**config.mk**
```make
export PLATFORM = sky130hd
export DESIGN_NAME = http_chunked_body_decoder
export DESIGN_NICKNAME = d
export VERILOG_FILES = /design/src/rtl/core/hcbd_pkg.sv /design/src/rtl/core/http_chunked_body_decoder.sv
export SDC_FILE = /design/constraint.sdc
export NUM_CORES = 1
export LEC_CHECK = 0
export BUFFER_PORTS_ARGS = -buffer_cell sky130_fd_sc_hd__buf_4
export CAP_MARGIN = 20
export CORE_UTILIZATION = 55
export CTS_CLUSTER_SIZE = 12
export DETAILED_ROUTE_END_ITERATION = 12
export PLACE_DENSITY = 0.75
export SYNTH_ARGS = -nofsm -noshare
export SYNTH_HDL_FRONTEND = slang
export SYNTH_SLANG_ARGS = --single-unit
export TNS_END_PERCENT = 1
```
**constraint.sdc**
```tcl
create_clock -name clk -period 2.4 [get_ports clk]
set_input_delay 0.36 -clock clk [delete_from_list [all_inputs] [get_ports clk]]
set_output_delay 0.36 -clock clk [all_outputs]
set_load 0.05 [all_outputs]
```
**src/rtl/core/hcbd_pkg.sv**
```systemverilog
`default_nettype none
// ----------------------------------------------------------------------------
// hcbd_pkg
// Shared types, codes and helpers for the chunked body decoder.
// ----------------------------------------------------------------------------
package hcbd_pkg;

  localparam int SIZE_BITS = 32;

  localparam logic [7:0] CHAR_LF    = 8'h0A;
  localparam logic [7:0] CHAR_TAB   = 8'h09;
  localparam logic [7:0] CHAR_SPACE = 8'h20;

  typedef enum logic [1:0] {
    KIND_DATA  = 2'd0,
    KIND_DONE  = 2'd1,
    KIND_ERROR = 2'd2
  } kind_t;

  typedef enum logic [2:0] {
    ERR_NONE     = 3'd0,
    ERR_MISSING  = 3'd1,
    ERR_TRUNC    = 3'd2,
    ERR_END      = 3'd3,
    ERR_OVERFLOW = 3'd4
  } err_t;

  typedef struct packed {
    logic       ok;
    logic [3:0] val;
  } hex_t;

  function automatic hex_t hex_decode(input logic [7:0] b);
    hex_t h;
    h.ok  = 1'b0;
    h.val = 4'd0;
    if (b >= 8'h30 && b <= 8'h39) begin
      h.ok  = 1'b1;
      h.val = 4'(b - 8'h30);
    end else if (b >= 8'h61 && b <= 8'h66) begin
      h.ok  = 1'b1;
      h.val = 4'(b - 8'h57);
    end else if (b >= 8'h41 && b <= 8'h46) begin
      h.ok  = 1'b1;
      h.val = 4'(b - 8'h37);
    end
    return h;
  endfunction

endpackage
`default_nettype wire

```
**src/rtl/core/http_chunked_body_decoder.sv**
```systemverilog
`default_nettype none
// ----------------------------------------------------------------------------
// http_chunked_body_decoder
// Strips chunked transfer framing from a body byte stream, passing payload
// bytes and reporting completion or framing errors.
// ----------------------------------------------------------------------------
// A result is registered and appears on out_* in the cycle after its word is accepted.
// Throughput: one word per cycle; in_ready drops only while a result is held
// and out_ready is low (single output register).
// Reset (synchronous, rst_n low): parser returns to the start of a size line,
// output register empties.
module http_chunked_body_decoder (
  input  wire logic                 clk,
  input  wire logic                 rst_n,
  input  wire logic                 in_valid,
  output logic                      in_ready,
  input  wire logic                 in_action,
  input  wire logic [7:0]           in_byte_in,
  output logic                      out_valid,
  input  wire logic                 out_ready,
  output logic [1:0]                out_kind,
  output logic [7:0]                out_data_out,
  output logic [2:0]                out_error_code
);
  import hcbd_pkg::*;

  typedef enum logic [2:0] {
    PH_START  = 3'd0,
    PH_DIGITS = 3'd1,
    PH_DATA   = 3'd2,
    PH_TRAIL1 = 3'd3,
    PH_TRAIL2 = 3'd4,
    PH_DONE   = 3'd5,
    PH_ERROR  = 3'd6
  } phase_t;

  phase_t                 phase_r, phase_nxt;
  logic [SIZE_BITS-1:0]   chunk_size_r, chunk_size_nxt;
  logic [SIZE_BITS-1:0]   bytes_left_r, bytes_left_nxt;
  logic                   digits_ended_r, digits_ended_nxt;

  logic                   out_valid_r;
  kind_t                  kind_r;
  logic [7:0]             data_r;
  err_t                   err_r;

  logic                   res_valid;
  kind_t                  res_kind;
  logic [7:0]             res_data;
  err_t                   res_err;

  logic                   in_accept;
  hex_t                   hex;
  logic                   size_full;

  assign in_ready  = !out_valid_r || out_ready;
  assign in_accept = in_valid && in_ready;
  assign hex       = hex_decode(in_byte_in);
  // another digit would shift set bits out of the top
  assign size_full = (chunk_size_r[SIZE_BITS-1 -: 4] != 4'd0);

  always_comb begin
    phase_nxt        = phase_r;
    chunk_size_nxt   = chunk_size_r;
    bytes_left_nxt   = bytes_left_r;
    digits_ended_nxt = digits_ended_r;
    res_valid        = 1'b0;
    res_kind         = KIND_DATA;
    res_data         = 8'd0;
    res_err          = ERR_NONE;

    if (in_accept && phase_r != PH_DONE && phase_r != PH_ERROR) begin
      if (in_action) begin
        phase_nxt = PH_ERROR;
        res_valid = 1'b1;
        res_kind  = KIND_ERROR;
        res_err   = ERR_TRUNC;
      end else begin
        case (phase_r)
          PH_START: begin
            if (in_byte_in != CHAR_SPACE && in_byte_in != CHAR_TAB) begin
              if (!hex.ok) begin
                phase_nxt = PH_ERROR;
                res_valid = 1'b1;
                res_kind  = KIND_ERROR;
                res_err   = ERR_MISSING;
              end else if (size_full) begin
                phase_nxt = PH_ERROR;
                res_valid = 1'b1;
                res_kind  = KIND_ERROR;
                res_err   = ERR_OVERFLOW;
              end else begin
                chunk_size_nxt = {chunk_size_r[SIZE_BITS-5:0], hex.val};
                phase_nxt      = PH_DIGITS;
              end
            end
          end
          PH_DIGITS: begin
            if (in_byte_in == CHAR_LF) begin
              if (chunk_size_r == '0) begin
                phase_nxt = PH_DONE;
                res_valid = 1'b1;
                res_kind  = KIND_DONE;
              end else begin
                bytes_left_nxt = chunk_size_r;
                phase_nxt      = PH_DATA;
              end
            end else if (!digits_ended_r) begin
              if (!hex.ok) begin
                // extension or junk: ignore the rest of the line
                digits_ended_nxt = 1'b1;
              end else if (size_full) begin
                phase_nxt = PH_ERROR;
                res_valid = 1'b1;
                res_kind  = KIND_ERROR;
                res_err   = ERR_OVERFLOW;
              end else begin
                chunk_size_nxt = {chunk_size_r[SIZE_BITS-5:0], hex.val};
              end
            end
          end
          PH_DATA: begin
            bytes_left_nxt = bytes_left_r - SIZE_BITS'(1);
            if (bytes_left_r == SIZE_BITS'(1)) begin
              phase_nxt = PH_TRAIL1;
            end
            res_valid = 1'b1;
            res_kind  = KIND_DATA;
            res_data  = in_byte_in;
          end
          PH_TRAIL1: begin
            phase_nxt = PH_TRAIL2;
          end
          PH_TRAIL2: begin
            if (in_byte_in != CHAR_LF) begin
              phase_nxt = PH_ERROR;
              res_valid = 1'b1;
              res_kind  = KIND_ERROR;
              res_err   = ERR_END;
            end else begin
              chunk_size_nxt   = '0;
              digits_ended_nxt = 1'b0;
              phase_nxt        = PH_START;
            end
          end
          default: begin
            phase_nxt = phase_r;
          end
        endcase
      end
    end
  end

  always_ff @(posedge clk) begin
    if (!rst_n) begin
      phase_r        <= PH_START;
      chunk_size_r   <= '0;
      bytes_left_r   <= '0;
      digits_ended_r <= 1'b0;
      out_valid_r    <= 1'b0;
      kind_r         <= KIND_DATA;
      data_r         <= 8'd0;
      err_r          <= ERR_NONE;
    end else begin
      phase_r        <= phase_nxt;
      chunk_size_r   <= chunk_size_nxt;
      bytes_left_r   <= bytes_left_nxt;
      digits_ended_r <= digits_ended_nxt;
      if (in_ready) begin
        out_valid_r <= res_valid;
        kind_r      <= res_kind;
        data_r      <= res_data;
        err_r       <= res_err;
      end
    end
  end

  assign out_valid      = out_valid_r;
  assign out_kind       = kind_r;
  assign out_data_out   = data_r;
  assign out_error_code = err_r;

  // terminal phases never exit without reset
  a_done_sticky : assert property (@(posedge clk) disable iff (!rst_n)
    (phase_r == PH_DONE || phase_r == PH_ERROR) |=> (phase_r == $past(phase_r)))
    else $error("terminal phase left");

  // a payload phase always has bytes outstanding
  a_data_count : assert property (@(posedge clk) disable iff (!rst_n)
    (phase_r == PH_DATA) |-> (bytes_left_r != '0))
    else $error("payload phase with zero count");

  // error results carry a code, other results do not
  a_err_code : assert property (@(posedge clk) disable iff (!rst_n)
    out_valid_r |-> ((kind_r == KIND_ERROR) == (err_r != ERR_NONE)))
    else $error("error code does not match kind");

  // a done or error result is always followed by a terminal phase
  a_final_phase : assert property (@(posedge clk) disable iff (!rst_n)
    (in_accept && res_valid && res_kind != KIND_DATA) |=>
      (phase_r == PH_DONE || phase_r == PH_ERROR))
    else $error("final result without terminal phase");

endmodule
`default_nettype wire
```
* Word-level counts from Yosys, hierarchy flattened
Cells that the tools add are included.
** Storage, ports and cells
- Flip-flop bits (word level) :: 82
- ROM bits :: 0
- Memories kept :: 0
- Memory bits (writable) :: 0
- Output and inout bits :: 15
- Bits in latches :: 0
- Logic and storage cells :: 126
** Operators by class
- Bitwise logic cells :: 1
- Muxes and demuxes :: 65
- Reductions and logical operators :: 20
- Add/subtract/negate cells :: 4
- Magnitude comparators :: 6
- Shift-type cells :: 0
- Equality and inequality tests :: 22
- Multipliers :: 0
- Divide/modulo/power cells :: 0
** Operators with widths (count)
- two-way mux 32 bit :: 8
- case mux 32 bit (3 select lines) :: 1
- case mux 32 bit (2 select lines) :: 1
- two-way mux 3 bit :: 19
- equality test 32 x 1 -> 1 bit (second input constant) :: 1
- logical NOT 32 bit :: 1
- subtractor 32 x 1 -> 32 bit (second input constant) :: 1
- two-way mux 8 bit :: 3
- two-way mux 2 bit :: 10
- greater-or-equal comparator 8 x 7 -> 1 bit (second input constant) :: 2
- <= comparator 8 x 7 -> 1 bit (second input constant) :: 2
- != test 8 x 4 -> 1 bit (second input constant) :: 2
- two-way mux 1 bit :: 15
- two-way mux 5 bit :: 3
- case mux 3 bit (5 select lines) :: 1
- AND reduction 7 bit :: 2
- != test 2 bit (second input constant) :: 6
- != test 3 bit (second input constant) :: 4
- != test 4 bit (second input constant) :: 3
- AND reduction 5 bit :: 2
- case mux 3 bit (3 select lines) :: 1
- equality test 8 x 4 -> 1 bit (second input constant) :: 1
- greater-or-equal comparator 8 x 6 -> 1 bit (second input constant) :: 1
- <= comparator 8 x 6 -> 1 bit (second input constant) :: 1
- other kinds (18) :: 27

* Depth between registers and ports, before layout
- Depth in word-level cells :: 11
- Gate-level depth with buffers :: 10

* Worst setup path after synthesis
No wires, ideal clock.
- Path type :: register -> register
- From :: reg out_valid_r, in the netlist out_valid
- To :: reg bytes_left_r[21]
- Setup slack :: -0.085 ns
- Setup time :: 0.115 ns
- Arrival time :: 2.371 ns
- Stages on the path, launching flop included :: 10
- Cells stage by stage :: dfxtp_1 nor2b_1 clkbuf_1 inv_1 and4_1 nand2_1 o31a_1 clkbuf_1 a21oi_1 o21a_1
** On the way
- Word-level cells in the longest chain between the ends :: 6
** RTL lines
- start, declared :: line http_chunked_body_decoder.sv:42 : logic out_valid_r;
- start signal, assigned :: line http_chunked_body_decoder.sv:170 : out_valid_r <= res_valid;
- logical NOT 1 bit :: line http_chunked_body_decoder.sv:56 : assign in_ready = !out_valid_r || out_ready;
- logical OR 1 bit :: line http_chunked_body_decoder.sv:56
- named net in_ready :: line http_chunked_body_decoder.sv:16 : output logic in_ready,
- logical AND 1 bit :: line http_chunked_body_decoder.sv:57 : assign in_accept = in_valid && in_ready;
- logical AND 1 bit (2 in series) :: line http_chunked_body_decoder.sv:72 : if (in_accept && phase_r != PH_DONE && phase_r != PH_ERROR) begin
- AND reduction 5 bit (no source line)
- end signal, assigned :: line http_chunked_body_decoder.sv:167 : bytes_left_r <= bytes_left_nxt;
- end, declared :: line http_chunked_body_decoder.sv:39 : logic [SIZE_BITS-1:0] bytes_left_r, bytes_left_nxt;
The timed path passes the listed nets, and every way through them passes these cells.
A chain may end at the register's enable or synchronous reset.

* Final worst setup path
- From :: reg chunk_size_r[31]
- To :: reg phase_r[0]
** On the way
- Word-level cells in the longest chain between the ends :: 6
- Elaborated cells between the ends (all ways) :: 11
- Those cells by class :: 1 x eq/ne; 7 x mux; 3 x reduce/logical
** RTL lines
- start, declared :: line http_chunked_body_decoder.sv:38 : logic [SIZE_BITS-1:0] chunk_size_r, chunk_size_nxt;
- start signal, assigned :: line http_chunked_body_decoder.sv:166 : chunk_size_r <= chunk_size_nxt;
- nonzero test 4 bit :: line http_chunked_body_decoder.sv:60 : assign size_full = (chunk_size_r[SIZE_BITS-1 -: 4] != 4'd0);
- two-way mux 3 bit :: line http_chunked_body_decoder.sv:87 : end else if (size_full) begin
- two-way mux 3 bit :: line http_chunked_body_decoder.sv:82 : if (!hex.ok) begin
- two-way mux 3 bit :: line http_chunked_body_decoder.sv:81 : if (in_byte_in != CHAR_SPACE && in_byte_in != CHAR_TAB) begin
- case mux 3 bit (5 select lines) :: line http_chunked_body_decoder.sv:79 : case (phase_r)
- two-way mux 3 bit :: line http_chunked_body_decoder.sv:73 : if (in_action) begin
- end signal, assigned :: line http_chunked_body_decoder.sv:165 : phase_r <= phase_nxt;
- end, declared :: line http_chunked_body_decoder.sv:37 : phase_t phase_r, phase_nxt;
Parallel ways exist; a longest one is shown, timed or not. The select of a mux whose other input is x is not followed.

==> impl_metrics.env <==
export IMPL_status="finished clean"
export IMPL_cts_buffers=9
export IMPL_yosysTopAreaCell="dfxtp_1"
export IMPL_post_route_period_util_pct=94.39
export IMPL_routed_wl_mm=12.27
export IMPL_ys_ff_latch=82
export IMPL_arrival_ns=2.54
export IMPL_tritoncts="yes"
export IMPL_gp_congestion=1.069
export IMPL_crit_buf_inv=0
export IMPL_critPathTopFamily="simple AND/OR/NAND/NOR gates"
export IMPL_yosys_area_top_type_share_pct=37.36
export IMPL_p_switching_mw=1.119
export IMPL_fp_dieW_um=91.39
export IMPL_coreArea_sq_um=7727
export IMPL_grt_pass1_wl_mm=20.66
export IMPL_synth_seq_area_share_pct=37.36
export IMPL_relSlewSlack_pct=50.88
export IMPL_async_flop_share_pct=0
export IMPL_critical_path_class="reg2reg"
export IMPL_syn_area_sq_um=4394
export IMPL_grt_max_degree=39
export IMPL_grt_pass1_vias=4231
export IMPL_worst_hold_slack_ns=0.2858
export IMPL_start_kind="flop"
export IMPL_antenna_found_initial=0
export IMPL_nets=630
export IMPL_synth_area_per_cell_sq_um=7.764
export IMPL_first_iter_violations=498
export IMPL_tns_ns=0
export IMPL_cts_root_buf="clkbuf_8"
export IMPL_fp_dieH_um=91.39
export IMPL_instances_no_fill=715
export IMPL_holdBufCountCts=0
export IMPL_path_clk_slew_ns=0.08
export IMPL_p_clk_share_pct=28.3
export IMPL_cp_max_fo=3
export IMPL_worst_ep_required_time_ns=2.68
export IMPL_dr_pass1_iters=6
export IMPL_hold_class="in2reg"
export IMPL_fin_skew_ns=0.008407
export IMPL_grt_overflow=0
export IMPL_slowest_delay_ns=0.61
export IMPL_p_comb_share_pct=28.8
export IMPL_seq_area_sq_um=1643
export IMPL_via_per_inst=6.347
export IMPL_place_area_sq_um=4966
export IMPL_cts_num_sinks=82
export IMPL_clock_fmax_ghz=0.4415
export IMPL_ant_nets=0
export IMPL_r2r_setup_slack_ns=0.13
export IMPL_switching_share_pct=33.75
export IMPL_total_power_mw=3.315
export IMPL_end_kind="flop"
export IMPL_grtUsageTotal_pct=30.54
export IMPL_wl_per_cell_um=17.16
export IMPL_synth_most_common_cell="dfxtp_1"
export IMPL_start_util_pct=56.87
export IMPL_cts_buffer_depth=2
export IMPL_intPower_mw=2.196
export IMPL_post_place_ws_ns=-0.06871
export IMPL_multiInputGateArea_sq_um=2565
export IMPL_layout_drive_gt1_share_pct=17.78
export IMPL_vias=4538
export IMPL_placed_cells=700
export IMPL_p_seq_share_pct=42.8
export IMPL_synth_area_top_cells="dfxtp_1 37%, a21oi_1 6.2%, a22oi_1 6.0%, nor2_1 6.0%, nand2_1 4.7%"
export IMPL_synth_cells=566
export IMPL_cap_violations=0
export IMPL_ys_top_cells_by_count="82 x dfxtp_1, 70 x nor2_1, 55 x nand2_1, 54 x a21oi_1, 39 x clkbuf_1"
export IMPL_synth_distinct_cells=65
export IMPL_portBuffers=27
export IMPL_finalCriticalPeriod_ns=2.265
export IMPL_final_hold_viol_count=0
export IMPL_critPathSlowestCell="or4b_4"
export IMPL_postLayoutCoreUtil_pct=66.87
export IMPL_slew_violations=0
export IMPL_nFillCells=659
export IMPL_power_density_nw_per_um2=641.4
export IMPL_syn2layout_area_growth_pct=17.60
export IMPL_dp_hpwl_mm=8.556
export IMPL_p_leak_nw=1.901
export IMPL_cp_cell_sequence="nor4_2 > nand4_1 > or4b_4 > a2111oi_4 > nand3_1 > a21oi_1"
export IMPL_ys_flop_type="dfxtp_1"
export IMPL_peakVddDrop_v=0.0003600
export IMPL_worst_slack_ns=0.1347
export IMPL_syn_num_nets=586
export IMPL_die_area_sq_um=8351
export IMPL_synth_edf_count=0
export IMPL_worstMarginPinSlew_ns=0.7357
export IMPL_htree_levels=3
export IMPL_synth_warnings=0
export IMPL_finalSetupViolCount=0
export IMPL_drc=0
export IMPL_io_pins=28
export IMPL_num_antenna_cells=0
export IMPL_rows=32
export IMPL_clk_latency_ns=0.36
export IMPL_design_area_sq_um=5167
[power by group through the flow]
stage,Sequential (mW),Clock (mW),Combinational (mW)
4_1_cts,1.42,0.950,0.941
6_report,1.42,0.939,0.955
3_5_place_dp,1.45,0,0.937
3_3_place_gp,1.45,0,0.918
2_1_floorplan,1.47,0,0.601
5_1_grt,1.42,1.03,1.04
[flip-flops by register name, summed over array words and instances, names as in the netlist]
register	count
out_valid	1
chunk_size_r	32
phase_r	3
out_error_code	3
out_kind	2
digits_ended_r	1
bytes_left_r	32
out_data_out	8
[cells by family after synthesis]
group	synth area share, %
flops	37.36
compound gates	30.21
fa+ha+maj	1.993
simple gates	24.35
mux	0.4840
xor+xnor	0.7974
buf+inv	4.812
[cell usage in the layout, fill, tap and decap left out, types with 5 or more instances in the layout]
| master | count |
|---|---|
| ha_1 | 7 |
| nor2_1 | 70 |
| o21ai_1 | 8 |
| o211ai_1 | 8 |
| nand2_1 | 54 |
| buf_4 | 71 |
| nor3_1 | 17 |
| or4_1 | 5 |
| dfxtp_1 | 81 |
| a21oi_1 | 54 |
| nand3_1 | 18 |
| a21o_1 | 7 |
| nor4_2 | 5 |
| inv_1 | 9 |
| o21ai_0 | 30 |
| nand4_1 | 5 |
| a22oi_1 | 35 |
| clkbuf_8 | 12 |
| nor4_1 | 13 |
| o31ai_1 | 14 |
[final timing paths]
kind / startpoint / endpoint / cells after the start
worst max-delay path: chunk_size_r[31] / phase_r[0] / 6
worst min-delay path: in_byte_in[7] / out_data_out[7] / 3
worst max register to register: chunk_size_r[31] / phase_r[0] / 6
worst min register to register: bytes_left_r[15] / bytes_left_r[15] / 2
[what timing repair did]
action	4_1_cts	5_1_grt
setup buffers	0	1
resized for setup	0	3
endpoints found under the setup margin	0	31
[final cells by class]
cell class	instances	share of cell area [%]
Multi-Input combinational cell	431	49.64
Tap cell	102	2.470
Timing Repair Buffer	75	11.86
Clock buffer	12	3.196
Inverter	11	0.7990
Clock inverter	2	0.2421
Sequential cell	82	31.79
[worst register-to-register path: stages (launching register included)]
cell,delay [ns]
dfxtp_1,0.34
nor4_2,0.40
nand4_1,0.27
or4b_4,0.62
a2111oi_4,0.31
nand3_1,0.11
a21oi_1,0.13
[per-layer routing]
metal | global-route usage [%] | share of wire (%)
met5 | 0 | 0
met4 | 11.24 | 2.2
met1 | 40.77 | 44
met3 | 6.114 | 6.1
met2 | 48.56 | 47
(Power assumes the default switching activity.)
